File: src/hdl/pil_pkg.sv
package pil_pkg;

  // Sequence capacity and the widths that follow from it.
  localparam int CAPACITY = 16;
  localparam int POS_W    = 5;
  localparam int DATA_W   = 32;
  localparam int CNT_W    = $clog2(CAPACITY + 1);
  localparam int IDX_W    = $clog2(CAPACITY);
  localparam int CMP_W    = (CNT_W > POS_W) ? CNT_W : POS_W;

  // Result status codes.
  localparam logic [1:0] ST_FWD     = 2'd0;
  localparam logic [1:0] ST_REV     = 2'd1;
  localparam logic [1:0] ST_INVALID = 2'd2;
  localparam logic [1:0] ST_FULL    = 2'd3;

  typedef struct packed {
    logic [POS_W-1:0]         position;
    logic signed [DATA_W-1:0] value;
  } pil_in_t;

  typedef struct packed {
    logic [1:0]               status;
    logic signed [DATA_W-1:0] element;
    logic                     last;
  } pil_out_t;

  // Commands from the controller to the datapath.
  typedef struct packed {
    logic       latch_req;
    logic       insert;
    logic       idx_clear;
    logic       idx_inc;
    logic       idx_dec;
    logic       emit;
    logic [1:0] emit_status;
  } pil_cmd_t;

  // Status from the datapath to the controller.
  typedef struct packed {
    logic slot_free;
    logic pos_bad;
    logic full;
    logic idx_end;
    logic idx_zero;
  } pil_sts_t;

endpackage

File: src/hdl/positional_insert_list_unit.sv
// A request is captured on acceptance and then decided. A rejected request shows its single
// result through the output register. An insert that leaves n entries writes the new entry and
// then emits the entries forward and back, 2*n results (up to 2*CAPACITY), one result per cycle
// while the output register is free to take it.
// Reset (synchronous, active high) empties the sequence and idles the controller;
// the entry registers themselves are not cleared.
module positional_insert_list_unit (
  input  logic              clk,
  input  logic              rst,
  input  logic              in_valid,
  output logic              in_ready,
  input  pil_pkg::pil_in_t  in_data,
  output logic              out_valid,
  input  logic              out_ready,
  output pil_pkg::pil_out_t out_data
);
  import pil_pkg::*;

  // The controller sequences each request: it captures the request, decides
  // whether it is rejected or inserted, and then walks the index forward and
  // back to emit the whole sequence.
  pil_cmd_t cmd;
  pil_sts_t sts;

  pil_ctrl u_ctrl (
    .clk      (clk),
    .rst      (rst),
    .in_valid (in_valid),
    .in_ready (in_ready),
    .sts      (sts),
    .cmd      (cmd)
  );

  // The datapath holds the entries, the count, the walk index and the output
  // register. The output register lets a new request be accepted while the
  // final result of the previous one still waits downstream.
  pil_dp u_dp (
    .clk       (clk),
    .rst       (rst),
    .in_data   (in_data),
    .cmd       (cmd),
    .sts       (sts),
    .out_valid (out_valid),
    .out_ready (out_ready),
    .out_data  (out_data)
  );

`ifndef ASSERT_OFF
  // A rejected result is always a single, final result with a zero element.
  a_reject_form: assert property (@(posedge clk) disable iff (rst)
    out_valid && (out_data.status == ST_INVALID || out_data.status == ST_FULL)
    |-> out_data.last && (out_data.element == '0))
    else $error("rejected result is not final or has a nonzero element");

  // The forward pass never carries the final mark.
  a_fwd_not_last: assert property (@(posedge clk) disable iff (rst)
    out_valid && (out_data.status == ST_FWD) |-> !out_data.last)
    else $error("forward result marked last");

  // After a request is taken, the block is busy with it in the next cycle.
  a_busy_after_accept: assert property (@(posedge clk) disable iff (rst)
    in_valid && in_ready |=> !in_ready)
    else $error("request accepted while previous one still in progress");
`endif

endmodule

File: src/hdl/pil_ctrl.sv
module pil_ctrl (
  input  logic              clk,
  input  logic              rst,
  input  logic              in_valid,
  output logic              in_ready,
  input  pil_pkg::pil_sts_t sts,
  output pil_pkg::pil_cmd_t cmd
);
  import pil_pkg::*;

  localparam logic [1:0] S_IDLE   = 2'd0;
  localparam logic [1:0] S_DECIDE = 2'd1;
  localparam logic [1:0] S_FWD    = 2'd2;
  localparam logic [1:0] S_REV    = 2'd3;

  logic [1:0] state;
  logic [1:0] state_next;

  always_ff @(posedge clk) begin
    if (rst) begin
      state <= S_IDLE;
    end else begin
      state <= state_next;
    end
  end

  always_comb begin
    state_next = state;
    cmd        = '0;
    in_ready   = 1'b0;
    unique case (state)
      S_IDLE: begin
        in_ready = 1'b1;
        if (in_valid) begin
          cmd.latch_req = 1'b1;
          state_next    = S_DECIDE;
        end
      end
      S_DECIDE: begin
        if (sts.pos_bad || sts.full) begin
          // A rejected request gives a single result once the output is free.
          if (sts.slot_free) begin
            cmd.emit        = 1'b1;
            cmd.emit_status = sts.pos_bad ? ST_INVALID : ST_FULL;
            state_next      = S_IDLE;
          end
        end else begin
          cmd.insert    = 1'b1;
          cmd.idx_clear = 1'b1;
          state_next    = S_FWD;
        end
      end
      S_FWD: begin
        if (sts.slot_free) begin
          cmd.emit        = 1'b1;
          cmd.emit_status = ST_FWD;
          // The reverse pass starts at the same back entry.
          if (sts.idx_end) begin
            state_next = S_REV;
          end else begin
            cmd.idx_inc = 1'b1;
          end
        end
      end
      S_REV: begin
        if (sts.slot_free) begin
          cmd.emit        = 1'b1;
          cmd.emit_status = ST_REV;
          if (sts.idx_zero) begin
            state_next = S_IDLE;
          end else begin
            cmd.idx_dec = 1'b1;
          end
        end
      end
      default: begin
        state_next = S_IDLE;
      end
    endcase
  end

endmodule

File: src/hdl/pil_dp.sv
module pil_dp (
  input  logic              clk,
  input  logic              rst,
  input  pil_pkg::pil_in_t  in_data,
  input  pil_pkg::pil_cmd_t cmd,
  output pil_pkg::pil_sts_t sts,
  output logic              out_valid,
  input  logic              out_ready,
  output pil_pkg::pil_out_t out_data
);
  import pil_pkg::*;

  logic [POS_W-1:0]         req_pos;
  logic signed [DATA_W-1:0] req_val;
  logic [CNT_W-1:0]         count;
  logic [IDX_W-1:0]         idx;
  logic signed [DATA_W-1:0] store [CAPACITY];
  logic [CMP_W-1:0]         pos_ext;
  logic signed [DATA_W-1:0] rd_data;
  logic                     is_reject;

  assign pos_ext = CMP_W'(req_pos);
  assign rd_data = store[idx];

  assign sts.slot_free = !out_valid || out_ready;
  assign sts.pos_bad   = pos_ext > CMP_W'(count);
  assign sts.full      = count == CNT_W'(CAPACITY);
  assign sts.idx_end   = (CNT_W'(idx) + CNT_W'(1)) == count;
  assign sts.idx_zero  = idx == '0;

  assign is_reject = (cmd.emit_status == ST_INVALID) || (cmd.emit_status == ST_FULL);

  always_ff @(posedge clk) begin
    if (cmd.latch_req) begin
      req_pos <= in_data.position;
      req_val <= in_data.value;
    end
  end

  // Every entry at or above the insert point moves up by one, all together with the write of the new value.
  always_ff @(posedge clk) begin
    if (cmd.insert) begin
      if (pos_ext == '0) begin
        store[0] <= req_val;
      end
      for (int i = 1; i < CAPACITY; i++) begin
        if (CMP_W'(i) == pos_ext) begin
          store[i] <= req_val;
        end else if (CMP_W'(i) > pos_ext) begin
          store[i] <= store[i-1];
        end
      end
    end
  end

  always_ff @(posedge clk) begin
    if (rst) begin
      count <= '0;
      idx   <= '0;
    end else begin
      if (cmd.insert) begin
        count <= count + CNT_W'(1);
      end
      if (cmd.idx_clear) begin
        idx <= '0;
      end else if (cmd.idx_inc) begin
        idx <= idx + IDX_W'(1);
      end else if (cmd.idx_dec) begin
        idx <= idx - IDX_W'(1);
      end
    end
  end

  always_ff @(posedge clk) begin
    if (rst) begin
      out_valid <= 1'b0;
    end else if (cmd.emit) begin
      out_valid <= 1'b1;
    end else if (out_ready) begin
      out_valid <= 1'b0;
    end
  end

  always_ff @(posedge clk) begin
    if (cmd.emit) begin
      out_data.status  <= cmd.emit_status;
      out_data.element <= is_reject ? '0 : rd_data;
      out_data.last    <= is_reject || ((cmd.emit_status == ST_REV) && (idx == '0));
    end
  end

endmodule
File: config.mk
export PLATFORM = sky130hd
export DESIGN_NAME = positional_insert_list_unit
export DESIGN_NICKNAME = d
export VERILOG_FILES = /design/src/hdl/pil_pkg.sv /design/src/hdl/positional_insert_list_unit.sv /design/src/hdl/pil_ctrl.sv /design/src/hdl/pil_dp.sv
export SDC_FILE = /design/constraint.sdc
export NUM_CORES = 1
export LEC_CHECK = 0
export BUFFER_PORTS_ARGS = -buffer_cell sky130_fd_sc_hd__buf_2
export CORE_MARGIN = 2
export CORE_UTILIZATION = 45
export DETAILED_ROUTE_END_ITERATION = 8
export PLACE_DENSITY = 0.66
export RECOVER_POWER = 100
export SLEW_MARGIN = 20
export SYNTH_ARGS = -nofsm -noshare
export SYNTH_HDL_FRONTEND = slang
export SYNTH_SLANG_ARGS = --single-unit
File: constraint.sdc
create_clock -name clk -period 7.6 [get_ports clk]
set_input_delay 1.9 -clock clk [delete_from_list [all_inputs] [get_ports clk]]
set_output_delay 1.9 -clock clk [all_outputs]
set_load 0.01 [all_outputs]
# Word-level counts from Yosys, hierarchy flattened
# Memories as Yosys holds them, arrays and structs flattened. A register that Yosys moved wholly into a read port is not among the register bits.
# Cells that the tools add are included.
# totals
register_bits	52
ramBits	512
inputBits	41
output_inout_bits	37
elab_cells	237
memories	1
# mem_list
memory	words	word_bits	read_ports	rd_ports_with_merged_regs	write_ports	line_no	source
u_dp.store	16	32	16	1	16	pil_dp.sv:17	logic signed [DATA_W-1:0] store [CAPACITY];
# op_classes
addsub	4
magnitude_cmp	16
n_eq_ne	29
mux	151
n_bitwise	15
n_reduce_logical	13
# op_table
cell	count
32-bit 2-to-1 mux	15
1-bit 2-to-1 mux	119
4-bit by 5-bit == test with 1-bit output, first input constant	8
4-bit by 5-bit > comparator with 1-bit output, first input constant	8
3-bit by 5-bit == test with 1-bit output, first input constant	4
3-bit by 5-bit > comparator with 1-bit output, first input constant	4
2-bit 2-to-1 mux	9
1-bit bitwise OR	15
4-bit 2-to-1 mux	3
2-bit by 5-bit == test with 1-bit output, first input constant	2
2-bit by 5-bit > comparator with 1-bit output, first input constant	2
2-bit != test, second input constant	5
3-bit 2-to-1 mux	3
3-bit case mux with 3 select lines	1
2-bit == test, second input constant	4
2-bit case mux with 4 select lines	1
6-bit AND reduction	1
4-bit by 1-bit adder with 5-bit output, second input constant	1
5-bit by 1-bit adder with 5-bit output, second input constant	1
1-bit by 5-bit == test with 1-bit output, first input constant	1
5-bit == test	1
5-bit == test, second input constant	1
1-bit by 5-bit > comparator with 1-bit output, first input constant	1
5-bit > comparator	1
other kinds (12)	17

# Logic depth before layout (Yosys ltp)
# Gate-level depths: netlist of the first run.
# depth
ltp_word	8
mapped_depth	14

# Hierarchy
# From an unflattened synthesis of the first run, not the netlist that was laid out.
# hier_totals
hier_cells	2012
hier_area_um2	28942.8
# modules_own_cells
module	instances	cells_each	area_each_um2	seq_area_each_um2
pil_dp	1	1988	28761.3	17737.0
pil_ctrl	1	24	181.4	40.0

# Least setup slack after synthesis of the first run
# No wires, ideal clock.
# synth_path
path_kind	register to register
start	register u_dp.req_pos[3] (netlist: u_dp.pos_ext[3])
end	register u_dp.out_data[0] (netlist name)
setup_time_ps	439
arrival_ps	4074
required_time_ps	7161
path_slack_ps	3087
path_stages_with_launch	9
synth_period_minus_slack_ps	4513
cell_sequence	edfxtp_1 -> ha_1 -> and3_1 -> o21ai_1 -> a32oi_1 -> buf_2 -> clkbuf_1 -> o21ai_0 -> a21oi_1
# synth_rtl
item	line_no	source
start: declaration	pil_dp.sv:13	logic [POS_W-1:0] req_pos;
start signal: assignment	pil_dp.sv:35	req_pos <= in_data.position;

==> results of run 1 <==
## kinds of logic after synthesis
kind of cell	synth area share (%)
DFF	62.0
AOI/OAI and AO/OA	1.17
xor gates and xnor gates	0.183
muxes	31.5
buffers and inverters	2.29
adders and majority gates	0.550
and+or+nand+nor	2.35
## final timing paths
path                        endpoint  cells after the start
setup / recovery  u_dp.store[10][15]                      8
hold / removal         u_dp.count[4]                      2
setup reg to reg  u_dp.store[10][15]                      8
hold reg to reg        u_dp.count[4]                      2
## stage by stage
step           setup slack [ns]  util, %  power, mW  std cells  hold WS (ns)
2_1_floorplan              3.09        -       4.29       1558         0.486
3_3_place_gp               3.75     47.4       4.46       2379         0.505
3_5_place_dp               3.69     47.4       4.47       2379         0.533
4_1_cts                    3.67     50.8       7.67       2498         0.540
5_1_grt                    1.90     50.4       7.84       2498         0.575
6_report                   2.36     50.4       7.58       2498         0.540
## layout by cell type (no fill, tap or decap), types with 6 or more instances in the layout
master / netlist / routed
nand2_1: 13 / 13
clkinv_1: 0 / 10
nor3_1: 5 / 6
nor2b_1: 38 / 38
buf_4: 1 / 13
mux4_2: 160 / 160
o21ai_0: 12 / 13
clkinv_2: 0 / 8
buf_2: 50 / 35
mux2_2: 479 / 479
clkbuf_1: 64 / 79
nor2_1: 9 / 9
ha_1: 11 / 11
and3_1: 7 / 6
dfxtp_1: 12 / 8
a21oi_1: 17 / 17
nand3_1: 10 / 10
edfxtp_1: 584 / 584
clkbuf_16: 0 / 73
inv_1: 11 / 11
## Yosys cell counts, drive strengths merged (3+ instances only)
cell type  number
o21ai          13
nor2b          38
xor2            4
a21oi          17
buf            70
ha             11
a21o            3
clkbuf         64
and3            7
edfxtp        584
nor2            9
inv            11
nand2          13
or4             4
nand3          10
a31oi           3
dfxtp          12
mux4          160
nor4            3
nor3           10
mux2          480
## layer usage
layer | up-vias | wire, microns
met5 | - | 0
met4 | 0 | 994
met3 | 80 | 2960
met2 | 369 | 31500
met1 | 7953 | 28600
li1 | 6459 | -
## critical path, cell delays in order (launching register included)
cell and delay [ns]:
edfxtp_1 0.53, ha_1 0.39, nor2b_1 0.14, o21ai_0 0.29, a32oi_2 0.07, clkbuf_1 0.58, or4_2 0.86, inv_1 0.91
clkbuf_1 1.03
## registers in the layout (all words and copies together) (netlist names), named ones only
name	cells
u_dp.count	5
u_dp.req_val	32
u_dp.pos_ext	5
u_dp.out_valid	1
u_dp.store	512
u_dp.out_data	35
u_ctrl.state	1
u_dp.idx	4
## power by group
part	total, mW	leakage (nW)	internal (mW)	switching [mW]
clock	3.19	1.03	1.89	1.30
sequential	3.83	5.40	3.73	0.0997
combinational	0.555	3.32	0.300	0.255
total	7.58	9.74	5.92	1.66
## cell type report
cell class                      instances  area share, %
Inverter                               11          0.130
Clock buffer                           95           6.01
Timing Repair Buffer                  109           1.69
Clock inverter                         24          0.673
Tap cell                              846           3.33
Sequential cell                       596           56.0
Multi-Input combinational cell        817           32.2
==> results.py, run 1 <==
metrics = {
    "cts": {
        "cts_resized": 0,
        "postCtsHoldBufs": 0,
        "cts_made_buffers": 69,
        "clk_latency_ns": 0.59,
        "cts_tree": "built",
        "clk_pin_slew_ns": 0.05,
        "clockRootBuffer": "clkbuf_16",
        "cts_buffer_depth": 3,
        "cts_setup_buffers": 0,
        "clkSinkCount": 596,
        "htree_levels": 3,
    },
    "routing": {
        "num_vias": 14900,
        "post_drt_via_cell_ratio": 5.95,
        "first_pass_iters": 5,
        "postRouteAntennaNets": 0,
        "routed_wl_microns": 64100,
        "drc_errors": 0,
        "wl_per_cell_microns": 25.6,
        "first_iter_violations": 1003,
    },
    "worst_setup_path": {
        "crit_type": "reg2reg",
        "start_kind": "flip-flop",
        "cp.required_ns": 7.80,
        "arrival_ns": 5.43,
        "crit_path_max_fanout": 25,
        "crit_path_start": "u_dp.pos_ext[1]",
        "crit_path_end_kind": "flip-flop",
        "regToRegStartpoint": "u_dp.pos_ext[1]",
        "reg2reg_setup_slack_ns": 2.36,
    },
    "place": {
        "place_congestion": 0.839,
        "port_buffers": 77,
        "placed_cell_area_sq_mm": 0.0299,
        "dpl.hpwl_microns": 35400,
    },
    "yosys": {
        "async_flop_share_pct": 0,
        "synth.area.top_cells": "edfxtp_1, mux2_2, mux4_2",
        "syn_inst": 1558,
        "yosysSeqAreaShare_pct": 62.0,
        "synth_top_area_share_pct": 61.2,
        "yosysWarnings": 0,
        "synth_cell_types": 54,
        "syn_area_per_cell_sq_um": 18.4,
        "ys_seq_elements": 596,
        "syn-cell-area_sq_mm": 0.0287,
        "synth_ff_type": "edfxtp_1",
        "synth_edf_count": 584,
        "yosysTopAreaCell": "edfxtp_1",
        "synth_fp_nets": 1611,
    },
    "die": {
        "io_pins": 78,
        "start_util_pct": 45.5,
        "fp.dieW_microns": 256,
        "die-area_sq_mm": 0.0657,
        "fp.dieH_microns": 256,
        "rows": 92,
        "core_area_sq_mm": 0.0631,
    },
    "sta": {
        "relSlewSlack_pct": -77.0,
        "timing.final.crit_share_pct": 68.9,
        "drv_slew": 559,
        "max_freq_mhz": 191,
        "worst_pin_slew_ns": 2.65,
        "tns_ns": 0,
        "fin_skew_ns": 0.0128,
        "setup_viol": 0,
        "period_needed_ns": 5.24,
        "rsz0062_at_grt": "no",
        "hold_viol": 0,
    },
    "global_routing": {
        "use_met2_pct": 32.7,
        "busiest_layer": "met2",
        "met3_usage_pct": 3.19,
        "grt_usage_pct": 19.7,
        "overflow": 0,
        "grt_pass1_vias": 15600,
        "met1_usage_pct": 27.4,
        "grt_max_degree": 96,
        "grt_pass1_wl_microns": 99100,
        "antenna_found_initial": 0,
    },
    "cells_and_area": {
        "antenna_cells": 0,
        "area_growth_pct": 10.8,
        "regArea_sq_mm": 0.0178,
        "stdcell_area_sq_mm": 0.0318,
        "drive_gt1_share_pct": 48.1,
        "nFillCells": 5213,
        "fin_nets": 1657,
        "multiInputGateArea_sq_mm": 0.0102,
    },
    "hold_path": {
        "holdCritStartpoint": "u_dp.count[4]",
        "min_path_type": "reg2reg",
    },
    "outcome": {
        "outcome": "complete, but fails checks",
        "violations": "capacitance limit, slew limit",
    },
    "pwr": {
        "power_density_mw_per_mm2": 238,
        "leakage_nw": 9.74,
        "irDropWorstVdd_mv": 0.154,
    },
    "run": {
        "cap_violations": 17,
    },
}
(Power assumes the default switching activity.)
==> run 2: changes to the inputs <==
==> constraint.sdc (replaced) <==
create_clock -name clk -period 5.2 [get_ports clk]
set_input_delay 1.3 -clock clk [delete_from_list [all_inputs] [get_ports clk]]
set_output_delay 1.3 -clock clk [all_outputs]
set_load 0.01 [all_outputs]
==> results.py, run 2 (synthesis results as in run 1) <==
metrics = {
    "die": {
        "start_util_pct": 45.5,
        "die-area_sq_mm": 0.0657,
        "fp.dieH_microns": 256,
        "fp.dieW_microns": 256,
        "rows": 92,
        "core_area_sq_mm": 0.0631,
        "io_pins": 78,
    },
    "sta": {
        "setup_viol": 0,
        "hold-worst-slack_ns": 0.551,
        "max_freq_mhz": 233,
        "relSlewSlack_pct": -86.5,
        "period_needed_ns": 4.30,
        "tns_ns": 0,
        "fin_skew_ns": 0.0196,
        "fin_ws_ns": 0.904,
        "worst_pin_slew_ns": 2.80,
        "hold_viol": 0,
        "drv_slew": 572,
        "timing.final.crit_share_pct": 82.6,
        "rsz0062_at_grt": "no",
    },
    "hold_path": {
        "min_path_type": "reg2reg",
    },
    "worst_setup_path": {
        "crit_path_end_kind": "flip-flop",
        "slowest_stage": "clkbuf_2",
        "start_kind": "flip-flop",
        "crit_type": "reg2reg",
        "crit_path_max_fanout": 46,
        "cp.required_ns": 5.53,
        "arrival_ns": 4.62,
        "crit_chain": "ha_1, nor2b_1, o21ai_0, a32oi_2, buf_4, a2111oi_0, clkbuf_2, mux2_2",
        "max_stage_delay_ns": 1.26,
    },
    "global_routing": {
        "overflow": 0,
        "antenna_found_initial": 0,
        "grt_usage_pct": 19.6,
        "grt_max_degree": 111,
        "grt_pass1_vias": 15500,
        "grt_pass1_wl_microns": 98200,
    },
    "routing": {
        "first_pass_iters": 4,
        "met3_length_microns": 2990,
        "postRouteAntennaNets": 0,
        "top_layer_used": "met4",
        "routed_wl_microns": 64200,
        "dr_wl_met2_microns": 31300,
        "num_vias": 14700,
        "drt-met1-wl_microns": 29000,
        "first_iter_violations": 1037,
        "post_drt_via_cell_ratio": 5.89,
        "wl_per_cell_microns": 25.7,
        "drc_errors": 0,
    },
    "cells_and_area": {
        "regArea_sq_mm": 0.0178,
        "drive_gt1_share_pct": 48.6,
        "area_growth_pct": 10.6,
        "nFillCells": 5234,
        "fin_nets": 1656,
        "antenna_cells": 0,
        "fin_util_pct": 50.3,
        "regMostFlops": "u_dp.store",
        "final_common_cell": "edfxtp_1",
        "largest_register_ffs": 512,
        "top_regs": "u_dp.store x512, u_dp.out_data x35, u_dp.req_val x32",
        "final_cell_mix": "edfxtp_1, mux2_2, mux4_2, clkbuf_1, clkbuf_16",
        "multiInputGateArea_sq_mm": 0.0102,
    },
    "place": {
        "place_congestion": 0.772,
        "pre_cts_ws_ns": 1.57,
        "dpl.hpwl_microns": 34700,
        "port_buffers": 77,
    },
    "cts": {
        "cts_resized": 0,
        "clockRootBuffer": "clkbuf_16",
        "htree_levels": 3,
        "cts_buffer_depth": 3,
        "clk_latency_ns": 0.59,
        "cts_setup_buffers": 0,
        "cts_tree": "built",
        "postCtsHoldBufs": 0,
        "clk_pin_slew_ns": 0.06,
        "cts_made_buffers": 66,
        "clkSinkCount": 596,
    },
    "pwr": {
        "switching_share_pct": 22.2,
        "p_sw_mw": 2.42,
        "irDropWorstVdd_mv": 0.213,
        "power_density_mw_per_mm2": 344,
        "clkPwrFrac_pct": 41.2,
        "combinationalPowerShare_pct": 7.5,
        "internal-power_mw": 8.49,
        "seqPwrFrac_pct": 51.3,
        "leakage_nw": 9.73,
    },
    "run": {
        "cap_violations": 11,
    },
    "outcome": {
        "outcome": "complete, but fails checks",
        "violations": "capacitance limit, slew limit",
    },
}
## run 2: changes by cell type in the layout (fill, tap and decap cells not counted), sizes merged
cell / before / now
buf: 50 / 41
bufinv: 4 / 3
clkbuf: 154 / 159
clkinv: 19 / 22
inv: 11 / 13
## run 2: worst max-delay path, delay by kind of cell (launching register included)
kind	cells	cell delay, ns
compound gates	3	0.96
simple gates	1	0.14
mux	1	0.44
flops	1	0.54
buf+inv	2	1.51
fa+ha+maj	1	0.40
## run 2: worst paths after layout
path	start	end	slack [ns]	depth (start not counted)
max reg2reg	u_dp.pos_ext[1]	u_dp.store[6][21]	0.90	8
min reg2reg	u_dp.count[4]	u_dp.count[4]	0.55	2
min	u_dp.count[4]	u_dp.count[4]	0.55	2
max	u_dp.pos_ext[1]	u_dp.store[6][21]	0.90	8
## run 2: power groups by stage
stage | logic [mW] | registers, mW | clock network (mW)
6_report | 0.822 | 5.60 | 4.50
5_1_grt | 0.895 | 5.61 | 4.78
4_1_cts | 0.855 | 5.59 | 4.61
3_5_place_dp | 0.853 | 5.69 | 0
3_3_place_gp | 0.831 | 5.69 | 0
2_1_floorplan | 0.659 | 5.61 | 0
## run 2: cell type report
type                       instances  area share, %
multi-input combinational        817           32.3
tap                              846           3.34
clock buffer                      89           5.71
clock inverter                    28          0.691
timing repair buffer             111           1.72
inverter                          11          0.130
sequential                       596           56.1
## run 2: per-layer routing
layer	vias to the layer above	global-route usage (%)
met5	-	0
met4	0	4.75
met3	70	3.01
met2	355	32.4
met1	7848	27.6
li1	6448	-
## run 2: through the flow
step	power (mW)	instance area, sq um	cells
floorplan	6.27	28700	1558
global placement	6.52	30000	2381
detailed placement	6.54	30000	2381
CTS	11.1	32000	2498
global route	11.3	31700	2498
finish	10.9	31700	2498
